### src/sv/gsn_pkg.sv
package gsn_pkg;

    // fraction bits of the normal components
    localparam int FRAC_BITS = 14;

    localparam int IN_W   = 16;
    localparam int DIFF_W = IN_W + 1;
    localparam int PROD_W = 2 * DIFF_W;
    localparam int NRM_W  = PROD_W + 1;
    localparam int MAG_W  = PROD_W;
    localparam int SQ_W   = 2 * MAG_W;
    localparam int ROOT_W = SQ_W / 2;
    localparam int REM_W  = ROOT_W + 3;
    localparam int Q_W    = FRAC_BITS + 1;
    localparam int OUT_W  = 16;
    localparam int LANES  = 3;

    localparam logic [31:0] OUT_POS_MAX = 32'd32767;
    localparam logic [31:0] OUT_NEG_MAX = 32'd32768;

    // word moving through the square-root cells
    typedef struct packed {
        logic [SQ_W-1:0]               rad;
        logic [REM_W-1:0]              rem;
        logic [ROOT_W-1:0]             root;
        logic [LANES-1:0]              neg;
        logic [LANES-1:0][MAG_W-1:0]   mag;
        logic                          degen;
    } sqrt_word_t;

    // word moving through the divider cells
    typedef struct packed {
        logic [ROOT_W-1:0]             len;
        logic [LANES-1:0][MAG_W-1:0]   rem;
        logic [LANES-1:0][Q_W-1:0]     low;
        logic [LANES-1:0][Q_W-1:0]     quo;
        logic [LANES-1:0]              neg;
        logic                          degen;
    } div_word_t;

endpackage

### src/sv/gsn_sqrt_cell.sv
module gsn_sqrt_cell
    import gsn_pkg::*;
(
    input  logic        clk,
    input  logic        rst_n,
    input  logic        en,
    input  logic        in_valid,
    input  sqrt_word_t  in_word,
    output logic        out_valid,
    output sqrt_word_t  out_word
);

    logic [REM_W-1:0] rem_sh, trial;
    logic             ge;
    sqrt_word_t       word_next, word_reg;
    logic             valid_reg;

    // one root bit: bring down two radicand bits, try (root*4 + 1)
    always_comb
    begin
        rem_sh = {in_word.rem[REM_W-3:0], in_word.rad[SQ_W-1:SQ_W-2]};
        trial  = {{(REM_W-ROOT_W-2){1'b0}}, in_word.root, 2'b01};
        ge     = (rem_sh >= trial);
        word_next      = in_word;
        word_next.rad  = {in_word.rad[SQ_W-3:0], 2'b00};
        word_next.rem  = ge ? (rem_sh - trial) : rem_sh;
        word_next.root = {in_word.root[ROOT_W-2:0], ge};
    end

    always_ff @(posedge clk or negedge rst_n)
    begin
        if (!rst_n)
        begin
            valid_reg <= 1'b0;
        end
        else if (en)
        begin
            valid_reg <= in_valid;
        end
    end

    always_ff @(posedge clk)
    begin
        if (en)
        begin
            word_reg <= word_next;
        end
    end

    assign out_valid = valid_reg;
    assign out_word  = word_reg;

endmodule

### config.mk
export PLATFORM = sky130hd
export DESIGN_NAME = gsn_sqrt_cell
export DESIGN_NICKNAME = d
export VERILOG_FILES = /design/src/sv/gsn_pkg.sv /design/src/sv/gsn_sqrt_cell.sv
export SDC_FILE = /design/constraint.sdc
export NUM_CORES = 1
export LEC_CHECK = 0
export BUFFER_PORTS_ARGS = -buffer_cell sky130_fd_sc_hd__buf_4
export CAP_MARGIN = 5
export CORE_AREA = 2 2 192 194
export DETAILED_ROUTE_END_ITERATION = 8
export DIE_AREA = 0 0 194 196
export PLACE_DENSITY = 0.59
export SETUP_SLACK_MARGIN = 0.4
export SLEW_MARGIN = 20
export SYNTH_ARGS = -nofsm -noshare
export SYNTH_HDL_FRONTEND = slang
export SYNTH_SLANG_ARGS = --single-unit
### constraint.sdc
create_clock -name clk -period 0.9 [get_ports clk]
set_clock_uncertainty 0.05 [all_clocks]
set_input_delay 0.09 -clock clk [delete_from_list [all_inputs] [get_ports clk]]
set_output_delay 0.09 -clock clk [all_outputs]
set_load 0.05 [all_outputs]
==> results.md <==
* Setup-failing EPs final at 282
* Layout fillers at 2894
* Gr ovfl total at 0
* Critical path peak fanout at 6
* Synth warn at 0
* Die area at 0.0380 mm2
* Drt pass-1 iters at 5
* Nets@finish at 1795
* Share of post-route cells with drive strength above 1 at 50.9%
* GPL Wtd Cong at 0.883
* Setup Crit Path Kind: in2reg
* Final HPWL from detailed placement at 29.4 mm
* Failing checks: negative hold slack, negative setup slack
* Ys flop type: edfxtp_1
* Clock sinks at 244
* FF-to-FF End: out_valid
* CP required at 1140 ps
* I/O pin cnt at 495
* Outcome: complete, but fails checks
* R2R Setup Slk at 60 ps
* Final period util at 252%
* Longest Clk Path Bufs at 3
* # hold bufs at CTS at 205
* Final Hold Vio Count at 140
* Later-pin clock latency in the skew report at 550 ps
* WP data arrival at 2510 ps
* Hold Path Class: in2reg
* Initial DRC Count at 354
* Rows at 70
* Die X at 194 um
* Total CTS buffers at 29
* Number of global-route vias before repair at 9699
* Largest net degree at the start of global routing at 27
* Critical path origin: in_word[141]
* CTS H-tree lvls at 1
* Hold_ws at -262 ps
* Capture point of the worst path: out_word[162]
* PD cells at 1890 mW/mm2
* Root Buffer: clkbuf_16
* Yosys reg bits at 244
* Synthesized cell area at 0.00982 mm2
* # port buffers at 490
* Total GRT Usage at 21.3%
* Worst setup margin at -1370 ps
* Initial Util at 27.2%
* Vias per inst at 4.54
* Max Fclk at 441 MHz
* DRT antenna net count at 0
* Die Ht at 196 um
* Peak supply drop at 0.00206 V
* CTS tree: done
* First-pass GRT wire length at 61.1 mm
* Yosys cell types at 48
* R2R cell count at 1
* Leak Pwr at 0.00943 uW
* Synth-to-Final Area Change at 105%
* Avg Inst Size Synth at 15.5 um2
* CP Capture Type: register
* Final slew viol count at 0
* Unrepaired setup endpoints after global routing: yes
* Mapped Cells at 633
* Pre-CTS setup slack at -2110 ps
* # DRC at 0
* Drt total wl at 43.7 mm
* EDFF count, synth at 243
* Post-synth ARST share at 0.410%
* Seq/Total Area, Yosys at 74.6%
* Critical path launch point type: primary input
* Via Count at 9099
* Max-cap viol count at 0
* CTS clock-pin slew for the worst setup and hold paths at 60 ps
* Fin crit period at 2270 ps
* Setup TNS Final at -134450 ps
* FF-to-FF Start: out_valid
* Avg WL per Cell at 21.8 um
* Core area at 0.0361 mm2
* Initial antenna violation count at 6
==> cells in the mapped netlist, drive strengths merged (2+ instances only) <==
master  instances  area [um2]
edfxtp        243        7300
nand2b          5        31.3
clkbuf         10        37.5
xnor2          17         149
nor3            4        20.0
a211oi          3        22.5
nand2          28         105
a31oi           9        56.3
nor4            2        12.5
o21a            2        15.0
nand4           8        50.1
ha             36         450
a311oi          2        17.5
nand3           5        25.0
o211ai          6        45.0
o21ai          22         118
nor2           46         173
nor2b           6        37.5
inv            38         143
xor2           19         166
a21o           22         165
a21oi          58         290
and3            4        25.0
mux2           10         113
o311a           2        20.0
buf             8        51.3
==> state kept, by name, indices dropped and copies added (netlist names) <==
register	flops
out_valid	1
out_word	243
==> worst min-delay path by stage <==
stage	cells past startpoint	end	slack, ps	start
global route	2	out_valid	-290	in_valid
detailed placement	1	out_valid	-180	rst_n
global placement	1	out_valid	-180	rst_n
floorplan	0	out_valid	-260	rst_n
CTS	2	out_valid	-300	in_valid
finish	2	out_valid	-260	in_valid
==> cells by family (layout without fill, tap and decap cells) <==
kind of cell	after synthesis	in the layout	share of synthesized area, %
fa+ha+maj	36	36	4.59
compound gates	138	138	8.90
simple gates	112	112	5.17
other cells	1	7	0.0382
xor+xnor	36	36	3.21
flops	244	244	74.6
buf+inv	56	954	2.36
mux	10	10	1.15
==> critical path: stages <==
cell and delay (ps):
buf_8 100, ha_4 260, o211ai_1 100, o21ai_2 260
a31oi_4 130, o31a_1 300, o21ai_2 210, a31oi_4 130
o41ai_4 310, buf_6 180, buf_12 140, mux2_4 300
==> through the flow <==
stage / instances / power, uW / cell area, um2 / utilization, %
floorplan: 634 / 19600 / 9900 / -
global placement: 1729 / 23700 / 15400 / 42.5
detailed placement: 1729 / 23800 / 15400 / 42.5
CTS: 1993 / 37500 / 19500 / 53.9
global route: 2003 / 39200 / 20100 / 55.7
finish: 2005 / 38000 / 20100 / 55.7
==> cell usage in the layout (no fill, tap or decap), types with 4 or more instances in the layout <==
master          count
clkbuf_16          31
o211ai_1            6
ha_4                4
buf_6             254
nand2b_1            5
nand3_1             5
ha_1               29
bufinv_16           4
a31oi_4             4
inv_1              34
clkinvlp_4          4
nor2_2              5
buf_8               8
o21ai_0            17
dlymetal6s4s_1     98
buf_4             384
nor2_1             33
a21oi_1            34
diode_2             5
nor2b_1             6
dlygate4sd3_1     107
nand4_1             8
a21o_1             22
a31oi_1             5
nand2_1            28
xnor2_1            16
mux2_4              9
buf_12             10
o21ai_2             4
a21oi_2            24
nor2_4              8
clkinv_1            7
xor2_1             19
edfxtp_1          243
==> final cells by class <==
type                    count  area [um2]  area share [%]
diodes                      5        12.5          0.0623
clock buffers              32         737            3.67
clock inverters            21         218            1.08
inverters                  38         155           0.772
multi-input cells         334        2650            13.2
flip-flops and latches    244        7320            36.5
well taps                 468         586            2.91
repair buffers            863        8410            41.9
==> metal layers <==
layer  up-vias  global-route usage [%]  wire length, um
met5         -                       0               13
met4         2                    10.6             2130
li1       4158                       -                -
met3       101                    6.09             3420
met1      4415                    24.3            16200
met2       423                    36.6            21900
==> timing repair <==
item	in CTS	in global routing
pin swaps	12	9
endpoints found under the setup margin	283	381
resized for setup	282	167
endpoints found under the hold margin	261	148
setup buffers	4	5
gates cloned	2	2
==> power by group <==
part	internal, uW	switching, uW
Combinational	5060	6610
Sequential	13800	576
Clock	7040	4920
Total	25900	12100
Power figures use the tool's default switching activity.
