`src/sv/gsn_pkg.sv`:
```
package gsn_pkg;

    // fraction bits of the normal components
    localparam int FRAC_BITS = 14;

    localparam int IN_W   = 16;
    localparam int DIFF_W = IN_W + 1;
    localparam int PROD_W = 2 * DIFF_W;
    localparam int NRM_W  = PROD_W + 1;
    localparam int MAG_W  = PROD_W;
    localparam int SQ_W   = 2 * MAG_W;
    localparam int ROOT_W = SQ_W / 2;
    localparam int REM_W  = ROOT_W + 3;
    localparam int Q_W    = FRAC_BITS + 1;
    localparam int OUT_W  = 16;
    localparam int LANES  = 3;

    localparam logic [31:0] OUT_POS_MAX = 32'd32767;
    localparam logic [31:0] OUT_NEG_MAX = 32'd32768;

    // word moving through the square-root cells
    typedef struct packed {
        logic [SQ_W-1:0]               rad;
        logic [REM_W-1:0]              rem;
        logic [ROOT_W-1:0]             root;
        logic [LANES-1:0]              neg;
        logic [LANES-1:0][MAG_W-1:0]   mag;
        logic                          degen;
    } sqrt_word_t;

    // word moving through the divider cells
    typedef struct packed {
        logic [ROOT_W-1:0]             len;
        logic [LANES-1:0][MAG_W-1:0]   rem;
        logic [LANES-1:0][Q_W-1:0]     low;
        logic [LANES-1:0][Q_W-1:0]     quo;
        logic [LANES-1:0]              neg;
        logic                          degen;
    } div_word_t;

endpackage

```
`src/sv/gsn_div_cell.sv`:
```
module gsn_div_cell
    import gsn_pkg::*;
(
    input  logic       clk,
    input  logic       rst_n,
    input  logic       en,
    input  logic       in_valid,
    input  div_word_t  in_word,
    output logic       out_valid,
    output div_word_t  out_word
);

    logic [MAG_W:0]   rem_sh [LANES];
    logic [MAG_W:0]   len_x;
    logic [LANES-1:0] ge;
    div_word_t        word_next, word_reg;
    logic             valid_reg;

    // one quotient bit per lane, restoring step
    always_comb
    begin
        len_x     = {1'b0, in_word.len};
        word_next = in_word;
        for (int k = 0; k < LANES; k++)
        begin
            rem_sh[k] = {in_word.rem[k], in_word.low[k][Q_W-1]};
            ge[k]     = (rem_sh[k] >= len_x);
            word_next.rem[k] = ge[k] ? MAG_W'(rem_sh[k] - len_x) : MAG_W'(rem_sh[k]);
            word_next.low[k] = {in_word.low[k][Q_W-2:0], 1'b0};
            word_next.quo[k] = {in_word.quo[k][Q_W-2:0], ge[k]};
        end
    end

    always_ff @(posedge clk or negedge rst_n)
    begin
        if (!rst_n)
        begin
            valid_reg <= 1'b0;
        end
        else if (en)
        begin
            valid_reg <= in_valid;
        end
    end

    always_ff @(posedge clk)
    begin
        if (en)
        begin
            word_reg <= word_next;
        end
    end

    assign out_valid = valid_reg;
    assign out_word  = word_reg;

endmodule

```
`config.mk`:
```
export PLATFORM = sky130hd
export DESIGN_NAME = gsn_div_cell
export DESIGN_NICKNAME = d
export VERILOG_FILES = /design/src/sv/gsn_pkg.sv /design/src/sv/gsn_div_cell.sv
export SDC_FILE = /design/constraint.sdc
export NUM_CORES = 1
export LEC_CHECK = 0
export BUFFER_PORTS_ARGS = -buffer_cell sky130_fd_sc_hd__buf_2
export CAP_MARGIN = 20
export CORE_AREA = 2 2 183 185
export CTS_CLUSTER_SIZE = 14
export DETAILED_ROUTE_END_ITERATION = 6
export DIE_AREA = 0 0 185 187
export PLACE_DENSITY = 0.68
export REMOVE_ABC_BUFFERS = 1
export SYNTH_ARGS = -nofsm -noshare
export SYNTH_HDL_FRONTEND = slang
export SYNTH_SLANG_ARGS = --single-unit
```
`constraint.sdc`:
```
create_clock -name clk -period 1 [get_ports clk]
set_clock_uncertainty 0.15 [all_clocks]
set_input_delay 0.05 -clock clk [delete_from_list [all_inputs] [get_ports clk]]
set_output_delay 0.05 -clock clk [all_outputs]
set_load 0.005 [all_outputs]
```
==> results of run 1 <==
[path summary, 6_finish.rpt]
| path | from | end | slack, ns | cells past startpoint |
|---|---|---|---|---|
| max | in_word[196] | out_word[176]$_DFFE_PP_ | -1.45 | 15 |
| min | in_word[120] | out_word[121]$_DFFE_PP_ | -0.34 | 3 |
| max reg2reg | out_valid$_DFFE_PN0P_ | out_valid$_DFFE_PN0P_ | -0.03 | 2 |
| min reg2reg | out_valid$_DFFE_PN0P_ | out_valid$_DFFE_PN0P_ | 0.47 | 2 |
| max in group asynchronous | rst_n | out_valid$_DFFE_PN0P_ | 0.37 | 3 |
| min in group asynchronous | rst_n | out_valid$_DFFE_PN0P_ | 0.21 | 3 |
[layout make-up]
type | instances | area [sq um]
timing repair buffer | 1134 | 8580
fill | 2162 | 8180
multi-input combinational | 893 | 7430
sequential | 228 | 6840
clock buffer | 34 | 744
tap | 448 | 561
inverter | 71 | 304
clock inverter | 16 | 196
antenna | 10 | 25.0
[worst max-delay path, stage by stage]
cell,delay (ns)
clkbuf_4,0.16
ha_2,0.20
inv_1,0.05
fa_2,0.33
a21o_1,0.24
a221oi_4,0.33
o221ai_4,0.19
buf_4,0.17
buf_6,0.11
nand3_2,0.06
nand2_2,0.06
a21o_1,0.17
a21oi_2,0.15
xnor2_1,0.08
mux2_4,0.26
[flip-flops by register name (all words and copies together) (netlist names)]
register,count
out_word,227
out_valid,1
[stage by stage]
stage	hold slack, ns	util (%)	setup TNS (ns)	total power (uW)	cell area [sq um]
final	-0.344	75.1	-196.03	34900	24700
after global routing	-0.339	75.1	-210.33	36100	24700
after CTS	-0.377	71.6	-192.89	33700	23500
after detailed placement	-0.324	57.9	-210.00	21200	19000
after global placement	-0.324	57.9	-205.48	21100	19000
after floorplan	-0.396	-	-205.22	16200	13200
[power by group through the flow]
| stage | clock [uW] | sequential, uW | combinational [uW] |
|---|---|---|---|
| finish | 10500 | 12300 | 12100 |
| global placement | 0 | 12400 | 8640 |
| CTS | 10600 | 12200 | 10800 |
| floorplan | 0 | 12600 | 3670 |
| detailed placement | 0 | 12400 | 8760 |
| global route | 10900 | 12300 | 12900 |
[cell usage in the layout (no fill, tap or decap), drive strengths merged, types with 8 or more instances in the layout]
cell | Yosys | final
xnor2 | 48 | 48
a211oi | 11 | 11
buf | 22 | 904
a21o | 37 | 37
mux2 | 14 | 14
xor2 | 37 | 37
inv | 71 | 68
and3 | 9 | 9
nor2 | 49 | 49
nand2 | 147 | 147
nand4 | 14 | 14
o31ai | 9 | 9
nor2b | 10 | 10
edfxtp | 227 | 227
dlygate4sd3 | 0 | 225
a21oi | 99 | 99
nand3 | 30 | 30
diode | 0 | 10
clkinv | 0 | 8
o21ai | 129 | 129
nand2b | 10 | 10
a31oi | 11 | 11
ha | 102 | 102
clkbuf | 14 | 39
nor3 | 12 | 12
o21bai | 15 | 15
[cell families (layout without fill, tap and decap cells)]
| kind of cell | after synthesis | count (layout) |
|---|---|---|
| AOI/OAI and AO/OA | 373 | 373 |
| and+or+nand+nor | 310 | 310 |
| DFF | 228 | 228 |
| buffers and inverters | 107 | 1255 |
| adders and majority gates | 105 | 105 |
| xor gates and xnor gates | 85 | 85 |
| muxes | 17 | 17 |
| other | 1 | 13 |
[routing by layer]
layer,GRT usage (%),vias up,share of wire [%]
met1,35.5,7045,37
met4,19.0,4,6.6
met5,0,-,0.048
met2,54.5,671,49
met3,5.41,214,6.8
li1,-,6866,-
[what timing repair did]
item / CTS / global route
endpoints found under the setup margin: 333 / 334
hold buffers: 219 / 6
resized for setup: 232 / 188
setup buffers: 48 / 20
pin swaps: 94 / 75
endpoints found under the hold margin: 453 / 233
cloned: 9 / 5
==> flow_summary.ini, run 1 <==
[run_status]
status = finished with violations
violations = hold timing, setup timing

[synthesis]
synth-edff-count = 227
ys_warn_count = 0
netlist_instances = 1226
synth_most_common_cell = edfxtp_1
synthTopCellsByArea = edfxtp_1 51%, ha_1 9.5%, nand2_1 4.1%, a21oi_1 3.5%, o21ai_0 3.5%
muxShareOfSynthArea_pct = 1.45
ys_top_cells_by_count = 227 x edfxtp_1, 147 x nand2_1, 102 x ha_1, 95 x a21oi_1, 94 x o21ai_0
synth_top_area_share_pct = 50.8
synth_xor_area_share_pct = 5.55
synth-compound-area-share_pct = 17.9
yosys.area_share.simple_pct = 10.6
synth_area_leader_cell = edfxtp_1
synthFlopType = edfxtp_1
yosysSeqAreaShare_pct = 51.0
synth-seq-cells = 228
synthesis.area_sq_um = 13400
synth_top_family_by_area = compound AO/OA/AOI/OAI gates
ys_types = 83
async_flop_share_pct = 0.439
syn_avg_cell_area_sq_um = 10.9
synthAdderAreaFrac_pct = 9.96

[global_route]
grt_overflow = 0
grt_max_degree = 49
grt_pass1_wl_microns = 83000
grt_usage_pct = 31.3
antenna_found_initial = 12
grt_pass1_vias = 15300

[floorplanning]
start_util_pct = 40.8
pin_count = 465
core-area_sq_um = 32900
die-area_sq_um = 34600
dieWidth_microns = 185
die_h_microns = 187
rows = 67

[placement]
dp.cells = 2470
dp_slack_ns = -2.15
gp_congestion = 0.926
io_buffers = 458
place_hpwl_microns = 39400

[sta]
worst_slack_ns = -1.45
min_period_over_period_pct = 245
max_freq_mhz = 409
rsz0062_at_grt = yes
slew_violations = 0
fin_crit_ns = 2.45
hold_violations = 228
finalHoldWorstSlack_ns = -0.344
setup_viol = 334

[route]
vias = 14800
post_drt_wl_per_cell_microns = 20.6
ant_nets = 0
drt_iter0_drc = 810
wirelength_microns = 58500
viasPerCell = 5.22
drcViolationCount = 0
dr.pass1.iters = 5

[clock_tree]
cts.sinks = 228
clockBufferDepth = 3
cts_tree = done
clkTransAtPathRegs_ns = 0.07
clk-insertion-delay-late_ns = 0.56
numCtsBuffers = 28
cts_root_buf = clkbuf_16
cts.htree.levels = 1

[finish]
final_nets = 2695
drive_gt1_share_pct = 51.4
syn_to_final_growth_pct = 83.9
instances_no_fill = 2834

[critical_path]
crit_path_start_kind = input pin
worstPathRequired_ns = 1.16
crit_arrival_ns = 2.61
path_class = input pin to flop
end_kind = flop
cp_max_fo = 4

[power]
seqPwrFrac_pct = 35.2
power_density_nw_per_um2 = 1410
power_frac_comb_pct = 34.6
swShare_pct = 29.7
power.switching_uw = 10400
internal_power_uw = 24500
p_leak_uw = 0.0111
p_clk_share_pct = 30.2
vdd_drop_max_mv = 1.22

[hold_path]
hold_path_class = input pin to flop

[run]
drv_cap = 0
Note: power is estimated with default switching activity, not from simulation.
==> inputs of run 2 (changes only) <==
Settings changed: PLACE_DENSITY 0.68 to 0.66, RECOVER_POWER set to 25.
==> flow_summary.ini, run 2 (synthesized netlist as in run 1, its figures left out) <==
[placement]
dp.cells = 2484
dp_slack_ns = -2.16
place_hpwl_microns = 40400
io_buffers = 458
gp_congestion = 0.906

[clock_tree]
cts.sinks = 228
clockBufferDepth = 3
cts_tree = done
clk-insertion-delay-late_ns = 0.55
cts_root_buf = clkbuf_16
clkTransAtPathRegs_ns = 0.06
numCtsBuffers = 27
cts.htree.levels = 1

[route]
wirelength_microns = 58500
dr.pass1.iters = 5
viasPerCell = 5.22
post_drt_wl_per_cell_microns = 20.7
ant_nets = 0
drt_iter0_drc = 831
vias = 14800
drcViolationCount = 0

[finish]
final_core_util_pct = 74.0
syn_to_final_growth_pct = 81.2
drive_gt1_share_pct = 49.1
mostFrequentLayoutCell = buf_2
largest_reg_flops = 227
fillers = 2294
instances_no_fill = 2833
layout_common_cells = 441 x buf_2, 393 x buf_4, 227 x edfxtp_1
final_nets = 2695
register_area_sq_um = 6840
multi_input_area_sq_um = 7170

[run_status]
status = finished with violations
violations = hold timing, setup timing

[critical_path]
crit_arrival_ns = 2.67
crit_path_start_kind = input pin
path_class = input pin to flop
cp_max_fo = 3
worstPathRequired_ns = 1.15
end_kind = flop

[floorplanning]
pin_count = 465
core-area_sq_um = 32900
start_util_pct = 40.8
dieWidth_microns = 185
die-area_sq_um = 34600
rows = 67
die_h_microns = 187

[sta]
rsz0062_at_grt = yes
max_freq_mhz = 397
fin_crit_ns = 2.52
setup_viol = 373
min_period_over_period_pct = 252
finalSetupTns_ns = -204.86
hold_violations = 8
slew_violations = 0
finalHoldWorstSlack_ns = -0.332
worst_slack_ns = -1.52

[global_route]
grt_max_degree = 29
grt_overflow = 0
grt_pass1_vias = 14800
antenna_found_initial = 13
grt_pass1_wl_microns = 81500
grt_usage_pct = 30.7

[hold_path]
hold_path_class = input pin to flop

[power]
power_density_nw_per_um2 = 1370
vdd_drop_max_mv = 1.06
p_leak_uw = 0.0109

[run]
drv_cap = 0
## run 2: area by class of cell
cell class / count / share of cell area, %
multi-input combinational: 893 / 29.5
tap: 448 / 2.30
antenna: 11 / 0.113
clock buffer: 29 / 2.81
sequential: 228 / 28.1
timing repair buffer: 1135 / 35.4
clock inverter: 18 / 0.520
inverter: 71 / 1.25
## run 2: worst max-delay path, stage by stage
cell,delay (ns)
buf_4,0.13
ha_4,0.15
inv_2,0.04
fa_2,0.35
a21o_1,0.23
a221oi_4,0.34
o221ai_4,0.19
buf_4,0.17
buf_6,0.10
buf_6,0.11
nand3_2,0.09
nand2_2,0.06
a21o_1,0.17
a21oi_2,0.12
xnor2_1,0.07
mux2_1,0.29
## run 2: repair_timing
item / 4_1_cts / 5_1_grt
gates cloned: 7 / 6
endpoints found under the hold margin: 453 / 14
pin swaps: 53 / 76
resized for setup: 155 / 195
setup endpoints to repair: 333 / 464
hold buffers: 216 / 7
setup buffers: 31 / 27
## run 2: stage by stage
stage	power, uW	instance area, sq um
2_1_floorplan	16200	13200
3_3_place_gp	21200	19200
3_5_place_dp	21300	19200
4_1_cts	32200	23200
5_1_grt	34600	24300
6_report	33300	24300
## run 2: path summary, 6_finish.rpt
kind	cells past startpoint	slack, ns	from	end
max	16	-1.52	in_word[196]	out_word[176]$_DFFE_PP_
max reg2reg	2	-0.04	out_valid$_DFFE_PN0P_	out_valid$_DFFE_PN0P_
max in group asynchronous	3	0.37	rst_n	out_valid$_DFFE_PN0P_
min	3	-0.33	in_word[93]	out_word[162]$_DFFE_PP_
min reg2reg	2	0.48	out_valid$_DFFE_PN0P_	out_valid$_DFFE_PN0P_
min in group asynchronous	3	0.21	rst_n	out_valid$_DFFE_PN0P_
## run 2: layer usage
metal	part of all wire (%)	up-vias	wire (microns)	GRT usage (%)
met5	0.036	-	21	0
met4	6.0	4	3510	15.2
met3	6.6	184	3840	5.53
met2	50	628	29000	54.3
met1	38	7103	22200	35.6
li1	-	6878	-	-
## run 2: where the power goes
part           internal (uW)  switching (uW)  leakage (uW)  total (uW)
registers              11900             379       0.00223       12300
logic                   6160            5570       0.00830       11700
clock network           5180            4140      0.000391        9320
total                  23300           10100        0.0109       33300
